### config.mk
export PLATFORM = sky130hd
export DESIGN_NAME = interval_room_allocator
export DESIGN_NICKNAME = d
export VERILOG_FILES = /design/src/ira_pkg.sv /design/src/interval_room_allocator.sv /design/src/ira_ram.sv /design/src/ira_ctrl.sv /design/src/ira_datapath.sv
export VERILOG_INCLUDE_DIRS = /design/src /design/src/src
export SDC_FILE = /design/constraint.sdc
export NUM_CORES = 1
export LEC_CHECK = 0
export BUFFER_PORTS_ARGS = -buffer_cell sky130_fd_sc_hd__buf_2
export CORE_MARGIN = 5
export CORE_UTILIZATION = 57
export CTS_CLUSTER_SIZE = 16
export DETAILED_ROUTE_END_ITERATION = 7
export PLACE_DENSITY = 0.73
export SLEW_MARGIN = 40
export SYNTH_ARGS = -nofsm -noshare
export SYNTH_HDL_FRONTEND = slang
export SYNTH_SLANG_ARGS = --single-unit
export TNS_END_PERCENT = 1
### constraint.sdc
create_clock -name clk -period 12.1 [get_ports clk]
set_input_delay 2.42 -clock clk [delete_from_list [all_inputs] [get_ports clk]]
set_output_delay 2.42 -clock clk [all_outputs]
set_load 0.03 [all_outputs]
### src/assert_macros.svh
// ----------------------------------------------------------------------------
// Assertion macros
// Shared concurrent assertion forms, reset-qualified.
// ----------------------------------------------------------------------------
`ifndef ASSERT_MACROS_SVH
`define ASSERT_MACROS_SVH

// same-cycle implication
`define ASSERT_IMPL(lbl, clk, rstn, ante, cons) \
	lbl: assert property (@(posedge clk) disable iff (!rstn) (ante) |-> (cons)) \
		else $error("assertion failed: lbl");

// next-cycle implication
`define ASSERT_NEXT(lbl, clk, rstn, ante, cons) \
	lbl: assert property (@(posedge clk) disable iff (!rstn) (ante) |=> (cons)) \
		else $error("assertion failed: lbl");

`endif

### src/ira_pkg.sv
// ----------------------------------------------------------------------------
// ira_pkg
// Types and constants for the interval room allocator.
// ----------------------------------------------------------------------------
`default_nettype none

package ira_pkg;

	localparam int MAX_ITEMS = 64;
	localparam int IDX_W     = $clog2(MAX_ITEMS);
	localparam int CNT_W     = $clog2(MAX_ITEMS + 1);
	localparam int FIELD_W   = 7;

	localparam logic FUNC_END   = 1'b0;
	localparam logic FUNC_START = 1'b1;

	typedef enum logic [1:0] {
		STATUS_OK      = 2'd0,
		STATUS_NO_ROOM = 2'd1,
		STATUS_BAD_ID  = 2'd2,
		STATUS_NOT_RUN = 2'd3
	} status_t;

	typedef struct packed {
		logic               func;
		logic [FIELD_W-1:0] activity_id;
	} req_t;

	typedef struct packed {
		logic [FIELD_W-1:0] room;
		logic [FIELD_W-1:0] rooms_in_use;
		logic [FIELD_W-1:0] peak_rooms;
		status_t            status;
	} rsp_t;

	// controller -> datapath
	typedef struct packed {
		logic capture;  // request accepted: latch it, launch memory reads
		logic commit;   // update state, load result register
	} cmd_t;

endpackage

`default_nettype wire

### src/interval_room_allocator.sv
// ----------------------------------------------------------------------------
// interval_room_allocator
// Greedy room allocation over time-sorted activity start/end events.
// ----------------------------------------------------------------------------
// Usage:
//   req (valid/ready) carries one event: func (1 = start, 0 = end) and
//   activity_id. rsp (valid/ready) returns one result per event: the room
//   taken or freed, rooms in use, peak so far and a status code.
//   cfg_we/cfg_wdata write the activity count (0 acts as 1, above 64 as 64)
//   and restart the allocator: all rooms free, room 1 on top, peak cleared.
//   Write the count only while no request is in flight.
// Timing:
//   A request first reads the free-room stack and the room table
//   (registered-read memories), then updates state and loads the result
//   register. One request is in flight at a time: the next is taken only
//   once the last has loaded the result register. The result is valid
//   after that load. A new request is taken while an earlier result waits
//   in the result register; if rsp_ready stays low, the next request holds
//   in its execute cycle until the result register drains.
// Reset:
//   arst_n clears the sequencer and restores a count of 64 with all rooms
//   free; no clearing pass is needed (untouched stack slots are implied).
// ----------------------------------------------------------------------------
`default_nettype none
`include "assert_macros.svh"

module interval_room_allocator import ira_pkg::*; (
	input  wire logic               clk,
	input  wire logic               arst_n,
	input  wire logic               req_valid,
	output logic                    req_ready,
	input  wire req_t               req,
	output logic                    rsp_valid,
	input  wire logic               rsp_ready,
	output rsp_t                    rsp,
	input  wire logic               cfg_we,
	input  wire logic [FIELD_W-1:0] cfg_wdata
);

	cmd_t cmd;

	ira_ctrl u_ctrl (
		.clk       (clk),
		.arst_n    (arst_n),
		.req_valid (req_valid),
		.req_ready (req_ready),
		.rsp_valid (rsp_valid),
		.rsp_ready (rsp_ready),
		.cmd       (cmd)
	);

	ira_datapath u_datapath (
		.clk       (clk),
		.arst_n    (arst_n),
		.cmd       (cmd),
		.req       (req),
		.cfg_we    (cfg_we),
		.cfg_wdata (cfg_wdata),
		.rsp       (rsp)
	);

	`ASSERT_IMPL(a_err_no_room, clk, arst_n, rsp_valid && (rsp.status != STATUS_OK), rsp.room == '0)
	`ASSERT_IMPL(a_peak_covers, clk, arst_n, rsp_valid, rsp.rooms_in_use <= rsp.peak_rooms)
	`ASSERT_NEXT(a_one_in_flight, clk, arst_n, req_valid && req_ready, !req_ready)
	`ASSERT_NEXT(a_result_follows, clk, arst_n, cmd.commit, rsp_valid)

endmodule

`default_nettype wire

### src/ira_ram.sv
// ----------------------------------------------------------------------------
// ira_ram
// Generic one-write, one-read RAM with registered read data.
// ----------------------------------------------------------------------------
`default_nettype none

module ira_ram #(
	parameter int WIDTH = 8,
	parameter int DEPTH = 64
) (
	input  wire logic                     clk,
	input  wire logic                     we,
	input  wire logic [$clog2(DEPTH)-1:0] waddr,
	input  wire logic [WIDTH-1:0]         wdata,
	input  wire logic                     re,
	input  wire logic [$clog2(DEPTH)-1:0] raddr,
	output logic      [WIDTH-1:0]         rdata
);

	logic [WIDTH-1:0] mem_q [DEPTH];

	always_ff @(posedge clk) begin
		if (we) begin
			mem_q[waddr] <= wdata;
		end
		if (re) begin
			rdata <= mem_q[raddr];
		end
	end

endmodule

`default_nettype wire

### src/ira_ctrl.sv
// ----------------------------------------------------------------------------
// ira_ctrl
// Controller: request/result handshakes and the two-state sequencer.
// ----------------------------------------------------------------------------
`default_nettype none

module ira_ctrl import ira_pkg::*; (
	input  wire logic clk,
	input  wire logic arst_n,
	input  wire logic req_valid,
	output logic      req_ready,
	output logic      rsp_valid,
	input  wire logic rsp_ready,
	output cmd_t      cmd
);

	typedef enum logic [1:0] {
		ST_IDLE = 2'b01,
		ST_EXEC = 2'b10
	} state_t;

	state_t state_q, state_d;
	logic   rsp_valid_q;

	always_comb begin
		req_ready   = (state_q == ST_IDLE);
		cmd.capture = req_valid && req_ready;
		// result register must be free (or draining this cycle)
		cmd.commit  = (state_q == ST_EXEC) && (!rsp_valid_q || rsp_ready);
	end

	always_comb begin
		state_d = state_q;
		unique case (state_q)
			ST_IDLE: begin
				if (cmd.capture) begin
					state_d = ST_EXEC;
				end
			end
			ST_EXEC: begin
				if (cmd.commit) begin
					state_d = ST_IDLE;
				end
			end
			default: state_d = ST_IDLE;
		endcase
	end

	always_ff @(posedge clk or negedge arst_n) begin
		if (!arst_n) begin
			state_q     <= ST_IDLE;
			rsp_valid_q <= 1'b0;
		end else begin
			state_q <= state_d;
			if (cmd.commit) begin
				rsp_valid_q <= 1'b1;
			end else if (rsp_ready) begin
				rsp_valid_q <= 1'b0;
			end
		end
	end

	assign rsp_valid = rsp_valid_q;

endmodule

`default_nettype wire

### src/ira_datapath.sv
// ----------------------------------------------------------------------------
// ira_datapath
// Free-room stack, room table, running flags, counters and result register.
// ----------------------------------------------------------------------------
`default_nettype none

module ira_datapath import ira_pkg::*; (
	input  wire logic               clk,
	input  wire logic               arst_n,
	input  wire cmd_t               cmd,
	input  wire req_t               req,
	input  wire logic               cfg_we,
	input  wire logic [FIELD_W-1:0] cfg_wdata,
	output rsp_t                    rsp
);

	logic [CNT_W-1:0]     count_q;      // effective activity count
	logic [CNT_W-1:0]     depth_q;      // free-room stack depth
	logic [CNT_W-1:0]     low_mark_q;   // lowest depth since restart
	logic [FIELD_W-1:0]   peak_q;
	logic [MAX_ITEMS-1:0] running_q;
	req_t                 req_q;
	rsp_t                 rsp_q;

	logic [FIELD_W-1:0] stack_rdata, table_rdata;
	logic [CNT_W-1:0]   cfg_count;
	logic [CNT_W-1:0]   top_slot;
	logic [IDX_W-1:0]   req_idx, cur_idx;

	logic               id_ok, run;
	logic [FIELD_W-1:0] top_room;
	logic [CNT_W-1:0]   depth_d;
	logic [FIELD_W-1:0] in_use, peak_d;
	rsp_t               rsp_d;
	logic               do_pop, do_push;

	// clamp written count into 1..MAX_ITEMS
	always_comb begin
		cfg_count = CNT_W'(cfg_wdata);
		if (cfg_wdata == '0) begin
			cfg_count = CNT_W'(1);
		end else if (CNT_W'(cfg_wdata) > CNT_W'(MAX_ITEMS)) begin
			cfg_count = CNT_W'(MAX_ITEMS);
		end
	end

	assign top_slot = depth_q - CNT_W'(1);
	assign req_idx  = IDX_W'(req.activity_id - FIELD_W'(1));
	assign cur_idx  = IDX_W'(req_q.activity_id - FIELD_W'(1));

	ira_ram #(.WIDTH(FIELD_W), .DEPTH(MAX_ITEMS)) u_stack (
		.clk   (clk),
		.we    (cmd.commit && do_push),
		.waddr (depth_q[IDX_W-1:0]),
		.wdata (table_rdata),
		.re    (cmd.capture),
		.raddr (top_slot[IDX_W-1:0]),
		.rdata (stack_rdata)
	);

	ira_ram #(.WIDTH(FIELD_W), .DEPTH(MAX_ITEMS)) u_room_table (
		.clk   (clk),
		.we    (cmd.commit && do_pop),
		.waddr (cur_idx),
		.wdata (top_room),
		.re    (cmd.capture),
		.raddr (req_idx),
		.rdata (table_rdata)
	);

	always_comb begin
		id_ok = (req_q.activity_id != '0) && (CNT_W'(req_q.activity_id) <= count_q);
		run   = running_q[cur_idx];
		// slots below the low mark are not written since restart: their room is count - slot
		if (top_slot < low_mark_q) begin
			top_room = FIELD_W'(count_q - top_slot);
		end else begin
			top_room = stack_rdata;
		end

		do_pop       = 1'b0;
		do_push      = 1'b0;
		depth_d      = depth_q;
		rsp_d.room   = '0;
		rsp_d.status = STATUS_OK;

		if (!id_ok) begin
			rsp_d.status = STATUS_BAD_ID;
		end else if (req_q.func == FUNC_START) begin
			if (run) begin
				rsp_d.room = table_rdata;
			end else if (depth_q == '0) begin
				rsp_d.status = STATUS_NO_ROOM;
			end else begin
				do_pop     = 1'b1;
				depth_d    = top_slot;
				rsp_d.room = top_room;
			end
		end else begin
			if (!run) begin
				rsp_d.status = STATUS_NOT_RUN;
			end else begin
				do_push    = 1'b1;
				depth_d    = depth_q + CNT_W'(1);
				rsp_d.room = table_rdata;
			end
		end

		in_use = (count_q >= depth_d) ? FIELD_W'(count_q - depth_d) : '0;
		peak_d = (in_use > peak_q) ? in_use : peak_q;

		rsp_d.rooms_in_use = in_use;
		rsp_d.peak_rooms   = peak_d;
	end

	always_ff @(posedge clk or negedge arst_n) begin
		if (!arst_n) begin
			count_q    <= CNT_W'(MAX_ITEMS);
			depth_q    <= CNT_W'(MAX_ITEMS);
			low_mark_q <= CNT_W'(MAX_ITEMS);
			peak_q     <= '0;
			running_q  <= '0;
		end else if (cfg_we) begin
			count_q    <= cfg_count;
			depth_q    <= cfg_count;
			low_mark_q <= cfg_count;
			peak_q     <= '0;
			running_q  <= '0;
		end else if (cmd.commit) begin
			depth_q <= depth_d;
			peak_q  <= peak_d;
			if (do_pop) begin
				running_q[cur_idx] <= 1'b1;
				if (depth_d < low_mark_q) begin
					low_mark_q <= depth_d;
				end
			end
			if (do_push) begin
				running_q[cur_idx] <= 1'b0;
			end
		end
	end

	always_ff @(posedge clk) begin
		if (cmd.capture) begin
			req_q <= req;
		end
		if (cmd.commit) begin
			rsp_q <= rsp_d;
		end
	end

	assign rsp = rsp_q;

endmodule

`default_nettype wire

==> impl_metrics.json <==
{
  "drc": 0,
  "cts_num_sinks": 1036,
  "ys_seq_elements": 1036,
  "rsz0062_at_grt": "false",
  "rr_startpoint": "u_datapath.req_q[0]",
  "hold_path_class": "reg2reg",
  "nets": 2428,
  "drtAntennaViolNets": 0,
  "whs_ps": 514,
  "switching_share": 0.270,
  "initialDrtViolationCount": 2802,
  "drt-total-wl_mm": 98.0,
  "worstPathRequired_ps": 12670,
  "place_congestion": 0.918,
  "grt_util_all_layers": 0.245,
  "seq_power_share": 0.481,
  "pwr-share-clk": 0.343,
  "drive_above_1_share": 0.246,
  "r2r-end": "u_datapath.peak_q[2]",
  "cts_tree": "yes",
  "power.switching_uw": 2490,
  "slowest_delay_ps": 850,
  "status": "complete, no violations",
  "h-tree-depth": 3,
  "placementRows": 100,
  "grt_pass1_wl_mm": 149,
  "cts_resized": 0,
  "fp.dieArea_mm2": 0.0809,
  "cpMaxStageDelayCell": "ha_1",
  "first_global_vias": 22800,
  "worst_pin_slew_ps": 1000,
  "power_frac_comb": 0.176,
  "worstHoldStart": "u_datapath.low_mark_q[1]",
  "slew_headroom": 0.325,
  "fin_area_mm2": 0.0479,
  "drv_cap": 0,
  "cts.path.max_buffers": 3,
  "routedWlPerCell_um": 28.7,
  "insertion_delay_ps": 680,
  "antenna_cells": 0,
  "fin_tns_setup_ps": 0,
  "cts_made_buffers": 102,
  "final_cells": 3415,
  "dpl.hpwl_mm": 60.4,
  "dr.pass1.iters": 8,
  "start_kind": "register",
  "maxSlewViolCount": 0,
  "synth_area_mm2": 0.0429,
  "fin_skew_ps": 47.2,
  "dpl_cell_area_mm2": 0.0445,
  "path_common_cell": "o21a_1",
  "vdd_drop_max_v": 0.000239,
  "antenna_found_initial": 0,
  "root_buffer": "clkbuf_16",
  "dp_cells": 3225,
  "whs_endpoint": "u_datapath.low_mark_q[1]",
  "synth_area_per_cell_um2": 18.8,
  "fin_ws_ps": 3090,
  "die-width_um": 284,
  "period_share": 0.744,
  "grt_overflow": 0,
  "min_period_ps": 9010,
  "fp.dieH_um": 284,
  "rrSetupSlack_ps": 3090,
  "post-place-ws_ps": 2720,
  "cp_max_fo": 26,
  "synth_ff_type": "edfxtp_1",
  "worstSetupPathType": "reg2reg",
  "rr_worst_depth": 30,
  "drt-vias-per-instance": 6.58,
  "synth_cells": 2287,
  "pin_count": 45,
  "synth_cell_types": 79,
  "synth_top_area_cell": "edfxtp_1",
  "ys_seq_area_frac": 0.714,
  "area_growth_pct": 11.5,
  "start_util": 0.576,
  "yosys-top-cells-area": "edfxtp_1 (66%), mux4_2 (15%), dfrtp_1 (5.3%), nor2_1 (1.6%), ha_1 (1.4%)",
  "portBuffers": 44,
  "p_int_uw": 6750,
  "yosysWarnings": 0,
  "cp_num_buf_inv": 4,
  "p_leak_uw": 0.0155,
  "core_area_mm2": 0.0746,
  "synth_edf_count": 941,
  "synth.net_count": 2355,
  "synth_top_area_frac": 0.658,
  "endpoint_kind": "register",
  "hold_buffers": 0,
  "max_freq_ghz": 0.111,
  "cp_data_arrival_time_ps": 9570,
  "clk_pin_slew_ps": 60,
  "path_delay_family": "simple AND/OR/NAND/NOR gates",
  "powerDensity_mw_per_mm2": 193,
  "hold_depth": 1,
  "async_reset_ff_frac": 0.0917,
  "cts_setup_buffers": 0,
  "hold_violations": 0,
  "setup_violations": 0,
  "num_vias": 22500,
  "grt_max_degree": 101
}
==> registers in the layout (all words and copies together), names as in the netlist, 2 cells and up <==
signal and flops:
u_datapath.u_stack.mem_q 448, u_datapath.u_room_table.rdata 7, u_datapath.req_q 8, u_datapath.running_q 64, u_ctrl.state_q 2, u_datapath.count_q 7, u_datapath.depth_q 7, u_datapath.low_mark_q 7
u_datapath.peak_q 7, u_datapath.u_stack.rdata 7, u_datapath.u_room_table.mem_q 448, u_datapath.rsp 23
==> power groups by stage <==
| stage | registers, uW | logic, uW | clock network (uW) |
|---|---|---|---|
| after floorplan | 4590 | 982 | 0 |
| after global placement | 4520 | 1560 | 0 |
| after detailed placement | 4520 | 1620 | 0 |
| after CTS | 4450 | 1630 | 3210 |
| after global routing | 4450 | 1750 | 3380 |
| final | 4450 | 1620 | 3170 |
==> kinds of logic after synthesis <==
kind of cell               share of synthesized area
AOI/OAI and AO/OA                             0.0457
xor gates and xnor gates                     0.00565
adders and majority gates                     0.0142
buffers and inverters                         0.0160
muxes                                          0.163
DFF                                            0.714
and+or+nand+nor                               0.0414
==> metrics by stage <==
stage	util	total power (uW)
after floorplan	-	5580
final	0.642	9240
after global routing	0.642	9580
after CTS	0.641	9290
after global placement	0.595	6080
after detailed placement	0.596	6150
==> Yosys cell counts, drive strengths merged, types with 6 or more instances <==
cell / number
clkbuf: 81
mux4: 295
a21o: 9
o21a: 16
edfxtp: 941
a22o: 12
and3: 6
ha: 47
o31ai: 6
a21oi: 94
xor2: 7
nand2b: 11
dfrtp: 91
a211oi: 72
nor2b: 21
nor2: 185
nand3b: 6
xnor2: 19
o21ai: 37
buf: 39
a211o: 6
nand2: 68
inv: 49
nor3: 28
or3: 6
nand3: 23
mux2: 15
mux2i: 20
==> cell type report <==
cell class | count | area, um^2
flip-flops and latches | 1036 | 30600
fillers | 4949 | 26700
multi-input cells | 1081 | 11900
clock buffers | 129 | 2670
repair buffers | 89 | 583
well taps | 969 | 1210
inverters | 50 | 188
clock inverters | 61 | 713
==> metal layers <==
metal,vias up,global-route usage,share of wire
li1,9472,-,-
met1,11600,0.355,0.40
met2,1177,0.386,0.49
met3,235,0.0422,0.083
met4,0,0.0803,0.035
met5,-,0,0
==> how the worst max path moves through the flow <==
stage / startpoint / to / slack, ps / cells past startpoint
CTS: u_datapath.req_q[0] / u_datapath.peak_q[2] / 2720 / 30
global route: u_datapath.req_q[0] / u_datapath.peak_q[2] / 2370 / 30
global placement: u_datapath.req_q[0] / u_datapath.peak_q[0] / 3080 / 31
finish: u_datapath.req_q[0] / u_datapath.peak_q[2] / 3090 / 30
detailed placement: u_datapath.req_q[0] / u_datapath.peak_q[2] / 2720 / 30
floorplan: u_datapath.depth_q[0] / u_datapath.u_room_table.mem_q[0][3] / 3780 / 18
==> layout by cell type (no fill, tap or decap), types with 21 or more instances in the layout <==
cell type,count
edfxtp_1,941
mux4_2,295
nor2_1,180
clkbuf_16,102
a21oi_1,92
dfrtp_1,90
a211oi_1,71
nand2_1,68
inv_1,48
ha_1,45
buf_2,43
buf_4,40
o21ai_0,28
clkbuf_1,25
nand3_1,22
nor2b_1,21
(Power assumes the default switching activity.)
